### src/sv/quadrature_position_sampler_core_assert.svh
// Assertion macros for the quadrature position sampler.
// Used by the top level only; needs no other file.
`ifndef QUADRATURE_POSITION_SAMPLER_CORE_ASSERT_SVH
`define QUADRATURE_POSITION_SAMPLER_CORE_ASSERT_SVH

// Same-cycle implication, disabled while reset is asserted.
`define QPS_ASSERT_NOW(label, clk, rst_n, ante, cons) \
    label: assert property (@(posedge clk) disable iff (!rst_n) (ante) |-> (cons)) \
        else $error("qps assertion failed");

// Next-cycle implication, disabled while reset is asserted.
`define QPS_ASSERT_NEXT(label, clk, rst_n, ante, cons) \
    label: assert property (@(posedge clk) disable iff (!rst_n) (ante) |=> (cons)) \
        else $error("qps assertion failed");

`endif

### src/sv/qps_pkg.sv
// Shared types and constants for the quadrature position sampler.
// No dependencies; the design and testbench files use it by scoped names.
`timescale 1ns / 1ps

package qps_pkg;

    localparam int unsigned TIME_W   = 32;
    localparam int unsigned ENTRY_W  = 10;
    localparam int unsigned SIZE_W   = 11;
    localparam int unsigned CFG_W    = 32;

    localparam logic [TIME_W-1:0] RECORD_PERIOD_RESET = 32'd100000;
    localparam logic [SIZE_W-1:0] ENTRIES_RESET       = 11'd100;
    localparam logic [SIZE_W-1:0] ENTRIES_MAX         = 11'd1024;
    localparam logic [TIME_W:0]   TIMER_MAX           = 33'h0_FFFF_FFFF;

    localparam logic REG_RECORD_PERIOD = 1'b0;
    localparam logic REG_ENTRIES       = 1'b1;

    typedef struct packed {
        logic [TIME_W-1:0] timer_count;
        logic              timer_wrapped;
        logic              pin_a;
        logic              pin_b;
        logic              pin_index;
        logic              pin_error;
    } in_item_t;

    typedef struct packed {
        logic [TIME_W-1:0]  sample_time;
        logic [TIME_W-1:0]  wrap_total;
        logic [TIME_W-1:0]  position;
        logic               moving_down;
        logic               error_ok;
        logic               buffer_slot;
        logic [ENTRY_W-1:0] entry_slot;
        logic               buffer_last;
    } out_item_t;

    typedef struct packed {
        logic take;
        logic emit;
    } stage_ctl_t;

endpackage

### src/sv/quadrature_position_sampler_core.sv
// Polls pass the input register; a due record then loads the result register.
// Throughput: one poll per cycle unless stalled; the decoder updates once per poll.
// Only a full result register that is not being drained stalls the input side.
// Reset (rst_n, asynchronous, active low) clears all decoder state, sets the error
// flag to normal and restores the record period to 100000 and the buffer size to 100.
// Depends on qps_pkg, qps_in_reg, qps_track, qps_out_reg and the assertion header.
`timescale 1ns / 1ps

`include "quadrature_position_sampler_core_assert.svh"

module quadrature_position_sampler_core
(
    input  logic                            clk,
    input  logic                            rst_n,
    input  logic                            in_valid,
    output logic                            in_ready,
    input  qps_pkg::in_item_t               in_item,
    output logic                            out_valid,
    input  logic                            out_ready,
    output qps_pkg::out_item_t              out_item,
    input  logic                            cfg_wr_en,
    input  logic                            cfg_index,
    input  logic [qps_pkg::CFG_W-1:0]       cfg_data
);

    logic [qps_pkg::TIME_W-1:0] record_period_reg;
    logic [qps_pkg::SIZE_W-1:0] entries_reg;

    logic                       item_valid;
    qps_pkg::in_item_t          item;
    qps_pkg::stage_ctl_t        ctl;
    qps_pkg::out_item_t         rec;
    logic                       out_free;

    always_ff @(posedge clk or negedge rst_n)
    begin
        if (!rst_n)
        begin
            record_period_reg <= qps_pkg::RECORD_PERIOD_RESET;
            entries_reg       <= qps_pkg::ENTRIES_RESET;
        end
        else if (cfg_wr_en)
        begin
            case (cfg_index)
                qps_pkg::REG_RECORD_PERIOD:
                begin
                    record_period_reg <= cfg_data[qps_pkg::TIME_W-1:0];
                end
                qps_pkg::REG_ENTRIES:
                begin
                    entries_reg <= cfg_data[qps_pkg::SIZE_W-1:0];
                end
                default:
                begin
                    record_period_reg <= record_period_reg;
                end
            endcase
        end
    end

    qps_in_reg u_in_reg
    (
        .clk        (clk),
        .rst_n      (rst_n),
        .in_valid   (in_valid),
        .in_ready   (in_ready),
        .in_item    (in_item),
        .ctl        (ctl),
        .item_valid (item_valid),
        .item       (item)
    );

    qps_track u_track
    (
        .clk                (clk),
        .rst_n              (rst_n),
        .item_valid         (item_valid),
        .item               (item),
        .out_free           (out_free),
        .record_period      (record_period_reg),
        .entries_per_buffer (entries_reg),
        .ctl                (ctl),
        .rec                (rec)
    );

    qps_out_reg u_out_reg
    (
        .clk       (clk),
        .rst_n     (rst_n),
        .ctl       (ctl),
        .rec       (rec),
        .out_free  (out_free),
        .out_valid (out_valid),
        .out_ready (out_ready),
        .out_item  (out_item)
    );

    `QPS_ASSERT_NOW(a_emit_has_room, clk, rst_n, ctl.emit, ctl.take && (!out_valid || out_ready))
    `QPS_ASSERT_NOW(a_slot_max_is_last, clk, rst_n,
        out_valid && (out_item.entry_slot == 10'd1023), out_item.buffer_last)
    `QPS_ASSERT_NEXT(a_accept_fills_stage, clk, rst_n, in_valid && in_ready, item_valid)
    `QPS_ASSERT_NOW(a_empty_stage_ready, clk, rst_n, !item_valid, in_ready)

endmodule

### src/sv/qps_in_reg.sv
// Input register of the quadrature position sampler.
// Depends on qps_pkg for the input item type and stage control struct.
`timescale 1ns / 1ps

module qps_in_reg
(
    input  logic                clk,
    input  logic                rst_n,
    input  logic                in_valid,
    output logic                in_ready,
    input  qps_pkg::in_item_t   in_item,
    input  qps_pkg::stage_ctl_t ctl,
    output logic                item_valid,
    output qps_pkg::in_item_t   item
);

    logic              valid_reg;
    logic              valid_next;
    qps_pkg::in_item_t item_reg;

    assign in_ready   = !valid_reg || ctl.take;
    assign item_valid = valid_reg;
    assign item       = item_reg;

    always_comb
    begin
        valid_next = valid_reg;
        if (in_valid && in_ready)
        begin
            valid_next = 1'b1;
        end
        else if (ctl.take)
        begin
            valid_next = 1'b0;
        end
    end

    always_ff @(posedge clk or negedge rst_n)
    begin
        if (!rst_n)
        begin
            valid_reg <= 1'b0;
        end
        else
        begin
            valid_reg <= valid_next;
        end
    end

    always_ff @(posedge clk)
    begin
        if (in_valid && in_ready)
        begin
            item_reg <= in_item;
        end
    end

endmodule

### src/sv/qps_track.sv
// Decoder state and record logic of the quadrature position sampler.
// Depends on qps_pkg for item types, constants and the stage control struct.
`timescale 1ns / 1ps

module qps_track
(
    input  logic                                  clk,
    input  logic                                  rst_n,
    input  logic                                  item_valid,
    input  qps_pkg::in_item_t                     item,
    input  logic                                  out_free,
    input  logic [qps_pkg::TIME_W-1:0]            record_period,
    input  logic [qps_pkg::SIZE_W-1:0]            entries_per_buffer,
    output qps_pkg::stage_ctl_t                   ctl,
    output qps_pkg::out_item_t                    rec
);

    logic                          primed_reg;
    logic                          primed_next;
    logic                          last_a_reg;
    logic                          last_a_next;
    logic [qps_pkg::TIME_W-1:0]    last_time_reg;
    logic [qps_pkg::TIME_W-1:0]    last_time_next;
    logic                          wrap_pending_reg;
    logic                          wrap_pending_next;
    logic [qps_pkg::TIME_W-1:0]    wrap_count_reg;
    logic [qps_pkg::TIME_W-1:0]    wrap_count_next;
    logic [qps_pkg::TIME_W-1:0]    position_reg;
    logic [qps_pkg::TIME_W-1:0]    position_next;
    logic                          direction_reg;
    logic                          direction_next;
    logic                          error_seen_reg;
    logic                          error_seen_next;
    logic                          buffer_reg;
    logic                          buffer_next;
    logic [qps_pkg::ENTRY_W-1:0]   entry_reg;
    logic [qps_pkg::ENTRY_W-1:0]   entry_next;

    logic                          pending_eff;
    logic [qps_pkg::TIME_W:0]      span;
    logic                          due_pending;
    logic                          due_plain;
    logic                          due;
    logic [qps_pkg::TIME_W-1:0]    wrap_total;
    logic [qps_pkg::SIZE_W-1:0]    size;
    logic [qps_pkg::SIZE_W-1:0]    entry_inc;
    logic                          last;
    logic [qps_pkg::TIME_W-1:0]    position_base;

    assign pending_eff = wrap_pending_reg || item.timer_wrapped;
    assign span        = {1'b0, item.timer_count} - {1'b0, last_time_reg} + qps_pkg::TIMER_MAX;
    assign due_pending = {1'b0, record_period} <= span;
    assign due_plain   = ({1'b0, last_time_reg} + {1'b0, record_period})
                         <= {1'b0, item.timer_count};
    assign due         = primed_reg && (pending_eff ? due_pending : due_plain);
    assign wrap_total  = wrap_count_reg + {{(qps_pkg::TIME_W-1){1'b0}}, item.timer_wrapped};

    always_comb
    begin
        if (entries_per_buffer == '0)
        begin
            size = {{(qps_pkg::SIZE_W-1){1'b0}}, 1'b1};
        end
        else if (entries_per_buffer > qps_pkg::ENTRIES_MAX)
        begin
            size = qps_pkg::ENTRIES_MAX;
        end
        else
        begin
            size = entries_per_buffer;
        end
    end

    assign entry_inc = {1'b0, entry_reg} + {{(qps_pkg::SIZE_W-1){1'b0}}, 1'b1};
    assign last      = entry_inc >= size;

    assign ctl.take = item_valid && out_free;
    assign ctl.emit = item_valid && out_free && due;

    assign rec.sample_time = item.timer_count;
    assign rec.wrap_total  = wrap_total;
    assign rec.position    = position_reg;
    assign rec.moving_down = direction_reg;
    assign rec.error_ok    = error_seen_reg;
    assign rec.buffer_slot = buffer_reg;
    assign rec.entry_slot  = entry_reg;
    assign rec.buffer_last = last;

    assign position_base = item.pin_index ? '0 : position_reg;

    always_comb
    begin
        primed_next       = primed_reg;
        last_a_next       = last_a_reg;
        last_time_next    = last_time_reg;
        wrap_pending_next = wrap_pending_reg;
        wrap_count_next   = wrap_count_reg;
        position_next     = position_reg;
        direction_next    = direction_reg;
        error_seen_next   = error_seen_reg;
        buffer_next       = buffer_reg;
        entry_next        = entry_reg;
        if (ctl.take)
        begin
            if (!primed_reg)
            begin
                primed_next    = 1'b1;
                last_a_next    = item.pin_a;
                last_time_next = item.timer_count;
            end
            else
            begin
                wrap_count_next   = wrap_total;
                wrap_pending_next = pending_eff && !due;
                if (due)
                begin
                    last_time_next = item.timer_count;
                    if (last)
                    begin
                        entry_next  = '0;
                        buffer_next = !buffer_reg;
                    end
                    else
                    begin
                        entry_next = entry_inc[qps_pkg::ENTRY_W-1:0];
                    end
                end
                error_seen_next = item.pin_error;
                position_next   = position_base;
                if (item.pin_a != last_a_reg)
                begin
                    last_a_next = item.pin_a;
                    if (item.pin_a ^ item.pin_b)
                    begin
                        direction_next = 1'b0;
                        position_next  = position_base + 32'd1;
                    end
                    else
                    begin
                        direction_next = 1'b1;
                        position_next  = position_base - 32'd1;
                    end
                end
            end
        end
    end

    always_ff @(posedge clk or negedge rst_n)
    begin
        if (!rst_n)
        begin
            primed_reg       <= 1'b0;
            last_a_reg       <= 1'b0;
            last_time_reg    <= '0;
            wrap_pending_reg <= 1'b0;
            wrap_count_reg   <= '0;
            position_reg     <= '0;
            direction_reg    <= 1'b0;
            error_seen_reg   <= 1'b1;
            buffer_reg       <= 1'b0;
            entry_reg        <= '0;
        end
        else
        begin
            primed_reg       <= primed_next;
            last_a_reg       <= last_a_next;
            last_time_reg    <= last_time_next;
            wrap_pending_reg <= wrap_pending_next;
            wrap_count_reg   <= wrap_count_next;
            position_reg     <= position_next;
            direction_reg    <= direction_next;
            error_seen_reg   <= error_seen_next;
            buffer_reg       <= buffer_next;
            entry_reg        <= entry_next;
        end
    end

endmodule

### src/sv/qps_out_reg.sv
// Result register of the quadrature position sampler.
// Depends on qps_pkg for the output item type and stage control struct.
`timescale 1ns / 1ps

module qps_out_reg
(
    input  logic                clk,
    input  logic                rst_n,
    input  qps_pkg::stage_ctl_t ctl,
    input  qps_pkg::out_item_t  rec,
    output logic                out_free,
    output logic                out_valid,
    input  logic                out_ready,
    output qps_pkg::out_item_t  out_item
);

    logic               valid_reg;
    logic               valid_next;
    qps_pkg::out_item_t item_reg;

    assign out_free  = !valid_reg || out_ready;
    assign out_valid = valid_reg;
    assign out_item  = item_reg;

    always_comb
    begin
        valid_next = valid_reg;
        if (ctl.emit)
        begin
            valid_next = 1'b1;
        end
        else if (out_ready)
        begin
            valid_next = 1'b0;
        end
    end

    always_ff @(posedge clk or negedge rst_n)
    begin
        if (!rst_n)
        begin
            valid_reg <= 1'b0;
        end
        else
        begin
            valid_reg <= valid_next;
        end
    end

    always_ff @(posedge clk)
    begin
        if (ctl.emit)
        begin
            item_reg <= rec;
        end
    end

endmodule

### config.mk
export PLATFORM = sky130hd
export DESIGN_NAME = quadrature_position_sampler_core
export DESIGN_NICKNAME = d
export VERILOG_FILES = /design/src/sv/qps_pkg.sv /design/src/sv/quadrature_position_sampler_core.sv /design/src/sv/qps_in_reg.sv /design/src/sv/qps_track.sv /design/src/sv/qps_out_reg.sv
export VERILOG_INCLUDE_DIRS = /design/src /design/src/sv
export SDC_FILE = /design/constraint.sdc
export NUM_CORES = 1
export LEC_CHECK = 0
export ABC_AREA = 1
export BUFFER_PORTS_ARGS = -buffer_cell sky130_fd_sc_hd__buf_2
export CORE_AREA = 2 2 226 228
export DETAILED_ROUTE_END_ITERATION = 8
export DIE_AREA = 0 0 228 230
export GPL_TIMING_DRIVEN = 0
export HOLD_SLACK_MARGIN = 0.05
export PLACE_DENSITY = 0.54
export SLEW_MARGIN = 25
export SYNTH_ARGS = -nofsm -noshare
export SYNTH_HDL_FRONTEND = slang
export SYNTH_HIERARCHICAL = 1
export SYNTH_SLANG_ARGS = --single-unit
### constraint.sdc
create_clock -name clk -period 7.7 [get_ports clk]
set_input_delay 1.54 -clock clk [delete_from_list [all_inputs] [get_ports clk]]
set_output_delay 1.54 -clock clk [all_outputs]
set_load 0.005 [all_outputs]
==> After elaboration in Yosys (flattened, before gate mapping) <==
Index checks and enable logic that the tools add are counted.
{ "totals": {"reg_bits": 304, "out_inout_bits": 112, "wordCells": 83} }
{ "op_classes": {"n_addsub": 7, "magnitude_cmp": 4, "n_eq_ne": 3, "mux": 16, "bitwise": 2, "n_reduce_logical": 23} }
{ "ops": {"columns": ["operator", "n"], "rows": [
  ["$mux 32", 5],
  ["$add 32x32->33", 1],
  ["$add 33x32->33 const B", 1],
  ["$le 32x33->1", 1],
  ["$le 33x32->1", 1],
  ["$sub 32x32->33", 1],
  ["$add 32x1->32", 1],
  ["$add 32x1->32 const B", 1],
  ["$sub 32x1->32 const B", 1],
  ["$mux 11", 2],
  ["$add 10x1->11 const B", 1],
  ["$ge 11x11->1", 1],
  ["$gt 11x11->1 const B", 1],
  ["$logic_not 11->1", 1],
  ["$mux 10", 1],
  ["$reduce_and 2->1", 5],
  ["$mux 1", 8],
  ["$reduce_and 3->1", 2],
  ["$logic_and 1x1->1", 5],
  ["$logic_not 1->1", 4],
  ["$ne 2x2->1 const B", 2],
  ["$reduce_and 4->1", 1],
  ["$reduce_bool 2->1", 2],
  ["$logic_or 1x1->1", 3],
  ["other kinds (3)", 3]
]} }

==> Longest topological paths before layout <==
Gate-level depths: netlist of run 1.
{ "depth": {"word_depth": 7, "ltp_mapped": 31} }

==> Modules after synthesis <==
Netlist of run 1, hierarchy kept.
{ "modules_own_cells": {"columns": ["mod", "instances", "cells_each", "area_per_inst_um2", "seq_area_each_um2"], "rows": [
  ["qps_track", 1, 1936, 13136.3, 2803.9],
  ["qps_out_reg", 1, 115, 3348.2, 3328.2],
  ["quadrature_position_sampler_core", 1, 188, 1725.4, 1087.3],
  ["qps_in_reg", 1, 43, 1156.1, 1136.1]
]} }

==> Least setup slack after synthesis of run 1 <==
OpenSTA, ideal clock, no wires.
{ "synth_timing": {"kind": "register to register", "startpoint": "register u_in_reg.item_reg (netlist bit u_in_reg/item[5])", "endpoint": "register u_out_reg.item_reg (netlist bit u_out_reg/out_item[0]) (enable)", "setup_ns": 0.382, "t_arrival_ns": 4.181, "t_required_ns": 7.318, "path_slack_ns": 3.137, "stages_incl_launch_ff": 25, "n_path_buf": 1, "path_cell_list": "edfxtp_1 ha_1 fa_1 nand3_1 nand2_2 nand2_2 nand3_2 a21boi_0 o21ai_1 a21oi_1 o21ai_1 nand2_1 nand2_1 nand2_1 nand2_1 ha_1 nand2_1 nor4_1 nand3_1 nor3_1 nor2_2 nand2_2 nand2_4 nor2_4 buf_6"} }
{ "synth_lines": {"columns": ["item", "line", "text"], "rows": [
  ["start: declaration", "qps_in_reg.sv:19", "qps_pkg::in_item_t item_reg;"],
  ["start signal: assignment", "qps_in_reg.sv:54", "item_reg <= in_item;"],
  ["end signal: assignment", "qps_out_reg.sv:54", "item_reg <= rec;"],
  ["end: declaration", "qps_out_reg.sv:19", "qps_pkg::out_item_t item_reg;"]
]} }

==> results.cfg, run 1 <==
[pwr]
p_per_area_nw_per_um2 = 446
p_leak_nw = 11.0
p_total_w = 0.0101
ir_drop_v = 0.000347

[floorplanning]
ioPinCount = 187
num_rows = 82
die_h_microns = 230
coreArea_sq_um = 49900
die_area_sq_um = 52400
initial_utilization_pct = 38.8
die_x_microns = 228

[timing]
period_minus_slack_ps = 5730
slew_violations = 0
fmax_ghz = 0.175
worst_slack_ps = 1970
worst_pin_slew_ps = 1010
rsz0062_at_grt = no
tns_ps = 0
slew_headroom_pct = 32.5
hold_viol_final = 0
setup_violations = 0
worst_clock_skew_ps = 31.7
fin_crit_sh_pct = 74.4

[detailed_routing]
wl_per_cell_microns = 17.6
vias_per_cell = 5.04
num_vias = 16200
wl_met2_microns = 24600
m1WireLength_microns = 27800
routed-wl-met3_microns = 2870
routed_wl_microns = 56600
highest_layer = met4
drtAntennaViolNets = 0
drt_first_pass_iters = 5
drc = 0
first_iter_violations = 1081

[synth]
synth-seq-cells = 304
synth_cells = 2282
syn_nets = 2532
synth_edf_count = 147
synth_flop_cell = edfxtp_1
yosysSeqAreaShare_pct = 43.1
async_flop_share_pct = 51.6
yosysWarnings = 6
ys_types = 57
synth_area_sq_um = 19400
syn_avg_cell_area_sq_um = 8.49

[worst_setup_path]
start_kind = register
required_ps = 7870
path_max_fanout = 120
crit_type = register to register
endpoint_kind = register
cp_data_arrival_time_ps = 5900

[layout]
utilization_pct = 45.3
layout_common_cells = nand2_1, inv_1, buf_2
final_area_sq_um = 22600
largest_register_ffs = 110
insertedDiodeCount = 0
fill_cells = 5013
layout_commonest_cell = nand2_1
drive_above_1_share_pct = 15.5
area_delta_synth_final_pct = 16.7
nets = 2763

[place]
placed_area_sq_um = 21300
dpl_worst_slack_ps = 1970
gp_congestion = 0.915
portBuffers = 185
post-dp-hpwl_microns = 43700

[cts]
cts.clk_slew.worst_paths_ps = 60
insertion_delay_ps = 580
cts_sinks = 304
htreeDepth = 2
cts_tree = yes
ctsLongestPathBuffers = 3
hold_buffers = 0
cts_root_buf = clkbuf_16
cts_setup_buffers = 0
cts_buffers = 38
post_cts_resized = 0

[hold_path]
hold_class = register to register

[flow_run]
cap_violations = 0

[global_route]
grt_pass1_wl_microns = 88100
antenna_found_initial = 0
overflow = 0
first_global_vias = 15800
grtUsageTotal_pct = 21.3
grt_max_degree = 121

[status]
status = completed
## per-stage QoR
step | hold WS (ps) | cells
after floorplan | 419 | 2282
after global placement | 430 | 3139
after detailed placement | 434 | 3145
after CTS | 445 | 3215
after global routing | 457 | 3215
final | 444 | 3215
## power breakdown
part	switching [W]	leakage (nW)	total [W]	internal [W]
logic	0.00342	6.97	0.00534	0.00193
registers	0.000377	3.39	0.00287	0.00249
clock network	0.000745	0.634	0.00186	0.00111
## critical path, stage by stage, from the launching register on
cell and delay (ps):
dfrtp_1 390, ha_1 220, inv_1 70, fa_1 410, o21ai_2 220, nand2_1 80, nand2_1 150, a21oi_1 150
o21ai_1 420, a21oi_1 200, o21ai_1 320, nand2_1 120, nand3_1 90, nand2_1 60, ha_1 300, nand2_1 130
nor4_1 300, nand3_1 170, o21a_1 210, nand2_1 170, nand2_4 110, nor2_4 190, buf_8 640
## final timing paths
kind	from	end	slack (ps)	cells past startpoint
worst max-delay path	record_period_reg[0]	u_out_reg/out_item[104]	1970	22
worst min-delay path	u_track/position_reg[12]	u_out_reg/out_item[26]	440	0
worst max register to register	record_period_reg[0]	u_out_reg/out_item[104]	1970	22
worst min register to register	u_track/position_reg[12]	u_out_reg/out_item[26]	440	0
max in group asynchronous	rst_n	entries_reg[6]	5810	3
min in group asynchronous	rst_n	u_track/position_reg[9]	850	1
## synth_stat cells (40+ instances only)
library cell	number	area [sq um]
nand2_1	529	1990
inv_1	275	1030
ha_1	172	2150
nor2_1	171	642
dfrtp_1	147	3680
edfxtp_1	147	4410
a21oi_1	144	721
nand3_1	132	661
o21ai_0	120	601
xor2_1	72	631
nand2_2	43	269
buf_4	40	300
## cells by family after synthesis
group	share of synthesized area, %
AOI/OAI and AO/OA	10.9
xor gates and xnor gates	4.70
adders and majority gates	11.4
buffers and inverters	8.34
DFF	43.1
and+or+nand+nor	21.5
## per-layer routing
layer  GRT usage (%)  up-vias
li1                -     8034
met1            30.9     7698
met2            33.0      389
met3            3.57       75
met4            5.45        0
met5               0        -
## area by class of cell
| class | instances | area (sq um) | share of cell area, % |
|---|---|---|---|
| tap | 672 | 841 | 3.72 |
| buffer | 83 | 564 | 2.50 |
| inverter | 281 | 1050 | 4.67 |
| clock buffer | 56 | 1110 | 4.92 |
| sequential | 304 | 8360 | 37.0 |
| clock inverter | 14 | 189 | 0.836 |
| multi-input combinational | 1614 | 9410 | 41.7 |
| timing repair buffer | 191 | 1070 | 4.74 |
(Power assumes the default switching activity.)
==> run 2, diff against run 1 <==
--- a/config.mk
+++ b/config.mk
@@ -13,7 +13,7 @@
 export DIE_AREA = 0 0 228 230
 export GPL_TIMING_DRIVEN = 0
 export HOLD_SLACK_MARGIN = 0.05
-export PLACE_DENSITY = 0.54
+export PLACE_DENSITY = 0.56
 export SLEW_MARGIN = 25
 export SYNTH_ARGS = -nofsm -noshare
 export SYNTH_HDL_FRONTEND = slang
==> constraint.sdc (replaced) <==
create_clock -name clk -period 4.7 [get_ports clk]
set_input_delay 0.94 -clock clk [delete_from_list [all_inputs] [get_ports clk]]
set_output_delay 0.94 -clock clk [all_outputs]
set_load 0.005 [all_outputs]
==> run 2 against run 1 <==
Against the previous run: flip-flop and latch count unchanged; sequential share of layout area down 0.73 points; register-to-register slack worse by 1800 ps; global-route usage up 1.0 points; via count up 1.8%; total power up 71%; sequential power up 64%; clock-buffer cell count down 8; worst hold slack worse by 180 ps; non-clock buffer count up 24; routed wire length up 5.9%; largest cell class unchanged.
==> results.cfg, run 2 (synthesized netlist as in run 1, its figures left out) <==
[status]
status = completed

[layout]
largest_register_ffs = 110
drive_above_1_share_pct = 17.6
final_area_sq_um = 23100
layout_common_cells = nand2_1, inv_1, buf_2
nets = 2787
utilization_pct = 46.2
area_delta_synth_final_pct = 19.1
insertedDiodeCount = 0
layout_commonest_cell = nand2_1
fill_cells = 4926

[floorplanning]
die_x_microns = 228
initial_utilization_pct = 38.8
ioPinCount = 187
coreArea_sq_um = 49900
die_area_sq_um = 52400
num_rows = 82
die_h_microns = 230

[detailed_routing]
drt_first_pass_iters = 5
drc = 0
routed_wl_microns = 59900
vias_per_cell = 5.09
drtAntennaViolNets = 0
wl_per_cell_microns = 18.5
first_iter_violations = 1265
num_vias = 16500

[pwr]
comb_power_share_pct = 56.3
switching_power_w = 0.00788
intPower_w = 0.00933
p_per_area_nw_per_um2 = 746
seq_power_share_pct = 27.3
swShare_pct = 45.8
clockPowerShare_pct = 16.4
ir_drop_v = 0.000350
p_leak_nw = 11.2

[worst_setup_path]
reg2reg_depth = 28
crit_type = register to register
slowest_stage = edfxtp_1
crit_top_cell = nand2_1
r2r_slack_ps = 160
start_kind = register
path_max_fanout = 10
required_ps = 5170
cp_slowest_stage_delay_ps = 420
cp_data_arrival_time_ps = 5000
rr_endpoint = u_track/entry_reg[5]
rr_startpoint = u_in_reg/item[5]
endpoint_kind = register

[timing]
hold_viol_final = 0
period_minus_slack_ps = 4540
worst_clock_skew_ps = 23.2
worst_slack_ps = 161
setup_violations = 0
slew_headroom_pct = 43.7
fin_crit_sh_pct = 96.6
slew_violations = 0
worst_pin_slew_ps = 844
fmax_ghz = 0.220

[cts]
cts_buffers = 38
hold_buffers = 0
cts_root_buf = clkbuf_16
cts.clk_slew.worst_paths_ps = 60
insertion_delay_ps = 570
cts_sinks = 304
cts_tree = yes
ctsLongestPathBuffers = 3
htreeDepth = 2

[global_route]
first_global_vias = 16100
overflow = 0
grt_pass1_wl_microns = 91100
grtUsageTotal_pct = 22.3
antenna_found_initial = 1
grt_max_degree = 63

[place]
post-dp-hpwl_microns = 45000
dpl_worst_slack_ps = -1100
portBuffers = 185
placed_area_sq_um = 21300
gp_congestion = 0.927

[flow_run]
cap_violations = 0

[hold_path]
hold_class = primary input to asynchronous set/reset pin
## run 2: changes by cell type in the layout (fill, tap and decap cells not counted), sizes merged
cell	delta
inv	+1
bufinv	-2
clkinvlp	+1
buf	+20
clkinv	+7
clkbuf	-4
## run 2: worst max-delay path by stage
stage | startpoint | end
6_report | u_in_reg/item[5] | u_track/entry_reg[5]
5_1_grt | u_in_reg/item[6] | u_track/entry_reg[5]
4_1_cts | u_in_reg/item[5] | u_out_reg/out_item[11]
3_5_place_dp | u_in_reg/item[5] | u_out_reg/out_item[89]
3_3_place_gp | out_ready | u_in_reg/item[10]
2_1_floorplan | u_in_reg/item[5] | u_out_reg/out_item[0]
## run 2: critical path, delay by kind of cell, from the launching register on
family          cells  cell delay (ps)
simple gates       17             1860
compound gates      5              740
flops               1              420
fa+ha+maj           3              920
buf+inv             3              460
## run 2: metal layers
metal	global-route usage (%)	up-vias	part of all wire, %
met4	5.09	0	1.8
li1	-	8111	-
met3	3.72	68	5.7
met2	35.2	438	44
met5	0	-	0
met1	32.2	7873	48
## run 2: repair_timing
action                     CTS  global route
buffers inserted             7             8
cloned                       4             5
setup endpoints to repair  154           152
pin swaps                    5             8
resized for setup           16            34
## run 2: cell type report
cell class	count	area, sq um	area share [%]
buffer	83	577	2.50
clock buffer	48	1030	4.46
clock inverter	21	174	0.754
inverter	281	1050	4.57
multi-input combinational	1614	9610	41.7
sequential	304	8360	36.2
tap	672	841	3.65
timing repair buffer	215	1420	6.14
## run 2: power by group through the flow
| stage | clock network [W] | logic (W) | registers (W) |
|---|---|---|---|
| CTS | 0.00291 | 0.00925 | 0.00472 |
| finish | 0.00282 | 0.00969 | 0.00470 |
| floorplan | 0 | 0.00597 | 0.00459 |
| global route | 0.00300 | 0.0108 | 0.00482 |
| detailed placement | 0 | 0.00877 | 0.00477 |
| global placement | 0 | 0.00861 | 0.00477 |
## run 2: metrics by stage
step	TNS (ps)	instances	power, W	hold WS, ps
after floorplan	0	2282	0.0106	419
after global placement	-241140	3139	0.0134	429
after detailed placement	-137670	3145	0.0135	430
after CTS	0	3225	0.0169	260
after global routing	-7.91	3238	0.0186	277
final	0	3238	0.0172	268
==> run 3, diff against run 2 <==
--- a/config.mk
+++ b/config.mk
@@ -8,12 +8,12 @@
 export LEC_CHECK = 0
 export ABC_AREA = 1
 export BUFFER_PORTS_ARGS = -buffer_cell sky130_fd_sc_hd__buf_2
-export CORE_AREA = 2 2 226 228
+export CORE_AREA = 2 2 224 226
 export DETAILED_ROUTE_END_ITERATION = 8
-export DIE_AREA = 0 0 228 230
+export DIE_AREA = 0 0 226 228
 export GPL_TIMING_DRIVEN = 0
 export HOLD_SLACK_MARGIN = 0.05
-export PLACE_DENSITY = 0.56
+export PLACE_DENSITY = 0.57
 export SLEW_MARGIN = 25
 export SYNTH_ARGS = -nofsm -noshare
 export SYNTH_HDL_FRONTEND = slang
==> run 3 against run 2 <==
Against the previous run: maximum frequency shrank 0.58%; largest cell class unchanged; first-iteration DRC count fell by 11%; non-clock buffer count grew 3; routed wire length shrank 4.5%.
==> results.cfg, run 3 (synthesized netlist as in run 1, its figures left out) <==
[cts]
cts_root_buf = clkbuf_16
insertion_delay_ps = 570
cts_sinks = 304
ctsLongestPathBuffers = 3
cts_buffers = 37
htreeDepth = 2
hold_buffers = 0
cts.clk_slew.worst_paths_ps = 60
cts_tree = yes

[detailed_routing]
wl_per_cell_microns = 17.6
drc = 0
num_vias = 16300
vias_per_cell = 5.04
routed_wl_microns = 57200
drt_first_pass_iters = 5
first_iter_violations = 1120
drtAntennaViolNets = 0

[timing]
period_minus_slack_ps = 4570
tns_ps = 0
fin_crit_sh_pct = 97.1
fmax_ghz = 0.219
hold_viol_final = 0
slew_violations = 0
worst_clock_skew_ps = 21.7
slew_headroom_pct = 45.7
worst_pin_slew_ps = 814
setup_violations = 0

[layout]
utilization_pct = 47.0
largest_register_ffs = 110
layout_commonest_cell = nand2_1
nets = 2789
area_delta_synth_final_pct = 19.8
drive_above_1_share_pct = 18.5
layout_common_cells = nand2_1, inv_1, buf_2

[global_route]
antenna_found_initial = 1
grtUsageTotal_pct = 22.2
first_global_vias = 15700
grt_pass1_wl_microns = 88300
grt_max_degree = 62
overflow = 0

[hold_path]
hold_class = primary input to asynchronous set/reset pin

[floorplanning]
initial_utilization_pct = 39.2
ioPinCount = 187
coreArea_sq_um = 49300
die_x_microns = 226
die_area_sq_um = 51500
die_h_microns = 228
num_rows = 82

[flow_run]
cap_violations = 0

[status]
status = completed

[pwr]
intPower_w = 0.00946
ir_drop_v = 0.000309
swShare_pct = 45.0
seq_power_share_pct = 27.3
switching_power_w = 0.00773
clockPowerShare_pct = 17.1
p_per_area_nw_per_um2 = 741
p_leak_nw = 11.2
comb_power_share_pct = 55.6

[worst_setup_path]
r2r_slack_ps = 130
start_kind = register
path_max_fanout = 7
slowest_stage = dfrtp_1
rr_startpoint = record_period_reg[20]
crit_path_cell_trace = ha_1, a21oi_1, o21ai_0, a21oi_2, o211ai_4, a21oi_4, o21ai_4, nand2_1, nand2_1, xor2_1, ha_1, nand2_1, nor4_2, nand3_1, o21a_1, nand2_2, nand2_4, nor2_4, buf_8, bufbuf_16
cp_num_buf_inv = 2
cp_slowest_stage_delay_ps = 440
crit_type = register to register
rr_endpoint = u_out_reg/out_item[86]
endpoint_kind = register
required_ps = 4970
crit_top_cell = nand2_1
cp_data_arrival_time_ps = 4830
reg2reg_depth = 20
path_delay_family = compound AO/OA/AOI/OAI gates

[place]
gp_congestion = 0.966
post-dp-hpwl_microns = 43200
portBuffers = 185
## run 3: changes by cell type in the layout (fill, tap and decap cells not counted), moves of 3 or more
cell and change:
buf_4 +5, dfrtp_1 -4, dfrtp_2 +4, nand2_2 +4
a21boi_2 +3, clkbuf_8 -3, clkinv_1 -3, clkinvlp_4 +3
ha_1 -3, nand2_1 -3
## run 3: repair_timing
item	4_1_cts	5_1_grt
cloned	5	0
endpoints found under the setup margin	152	128
pin swaps	6	19
setup buffers	9	12
resized for setup	31	44
## run 3: cell type report
class,instances,area [sq um]
multi-input cells,1614,9710
inverters,281,1050
well taps,672,841
fillers,4823,26100
clock inverters,21,193
flip-flops and latches,304,8360
clock buffers,47,1060
plain buffers,83,577
repair buffers,218,1410
diodes,1,2.50
## run 3: worst max path at each step
| stage | from | end | slack, ps | cells after the start |
|---|---|---|---|---|
| after floorplan | u_in_reg/item[5] | u_out_reg/out_item[0] | 140 | 24 |
| after detailed placement | u_track/last_time_reg[0] | u_out_reg/out_item[98] | -990 | 22 |
| after global placement | out_ready | u_in_reg/item[6] | -1600 | 8 |
| after CTS | record_period_reg[14] | u_out_reg/out_item[86] | 5 | 22 |
| final | record_period_reg[20] | u_out_reg/out_item[86] | 130 | 20 |
| after global routing | record_period_reg[15] | u_out_reg/out_item[86] | -20 | 22 |
## run 3: per-layer routing
metal | share of wire (%) | global-route usage (%) | vias up
met5 | 0 | 0 | -
met4 | 2.5 | 6.13 | 0
met3 | 5.8 | 3.74 | 68
met2 | 45 | 34.4 | 417
met1 | 47 | 31.9 | 7753
li1 | - | - | 8105
## run 3: worst reg2reg max path: stages, from the launching register on
cell and delay [ps]:
dfrtp_1 440, ha_1 380, a21oi_1 290, o21ai_0 180, a21oi_2 280, o211ai_4 200, a21oi_4 230, o21ai_4 100
nand2_1 80, nand2_1 60, xor2_1 150, ha_1 280, nand2_1 130, nor4_2 190, nand3_1 200, o21a_1 240
nand2_2 120, nand2_4 100, nor2_4 170, buf_8 150, bufbuf_16 290
## run 3: power by group through the flow
| stage | clock (W) | combinational (W) | sequential (W) |
|---|---|---|---|
| floorplan | 0 | 0.00597 | 0.00459 |
| global placement | 0 | 0.00848 | 0.00475 |
| detailed placement | 0 | 0.00866 | 0.00475 |
| CTS | 0.00302 | 0.00927 | 0.00470 |
| global route | 0.00312 | 0.0107 | 0.00481 |
| finish | 0.00293 | 0.00956 | 0.00470 |
## run 3: metrics by stage
step                setup slack (ps)  instances  hold WS [ps]  power (W)  area, sq um
floorplan                        137       2282           419     0.0106        19400
global placement               -1600       3139           431     0.0132        21100
detailed placement              -987       3146           430     0.0134        21300
CTS                             4.70       3228           245     0.0170        22900
global route                   -19.5       3241           267     0.0186        23200
finish                           135       3241           255     0.0172        23200
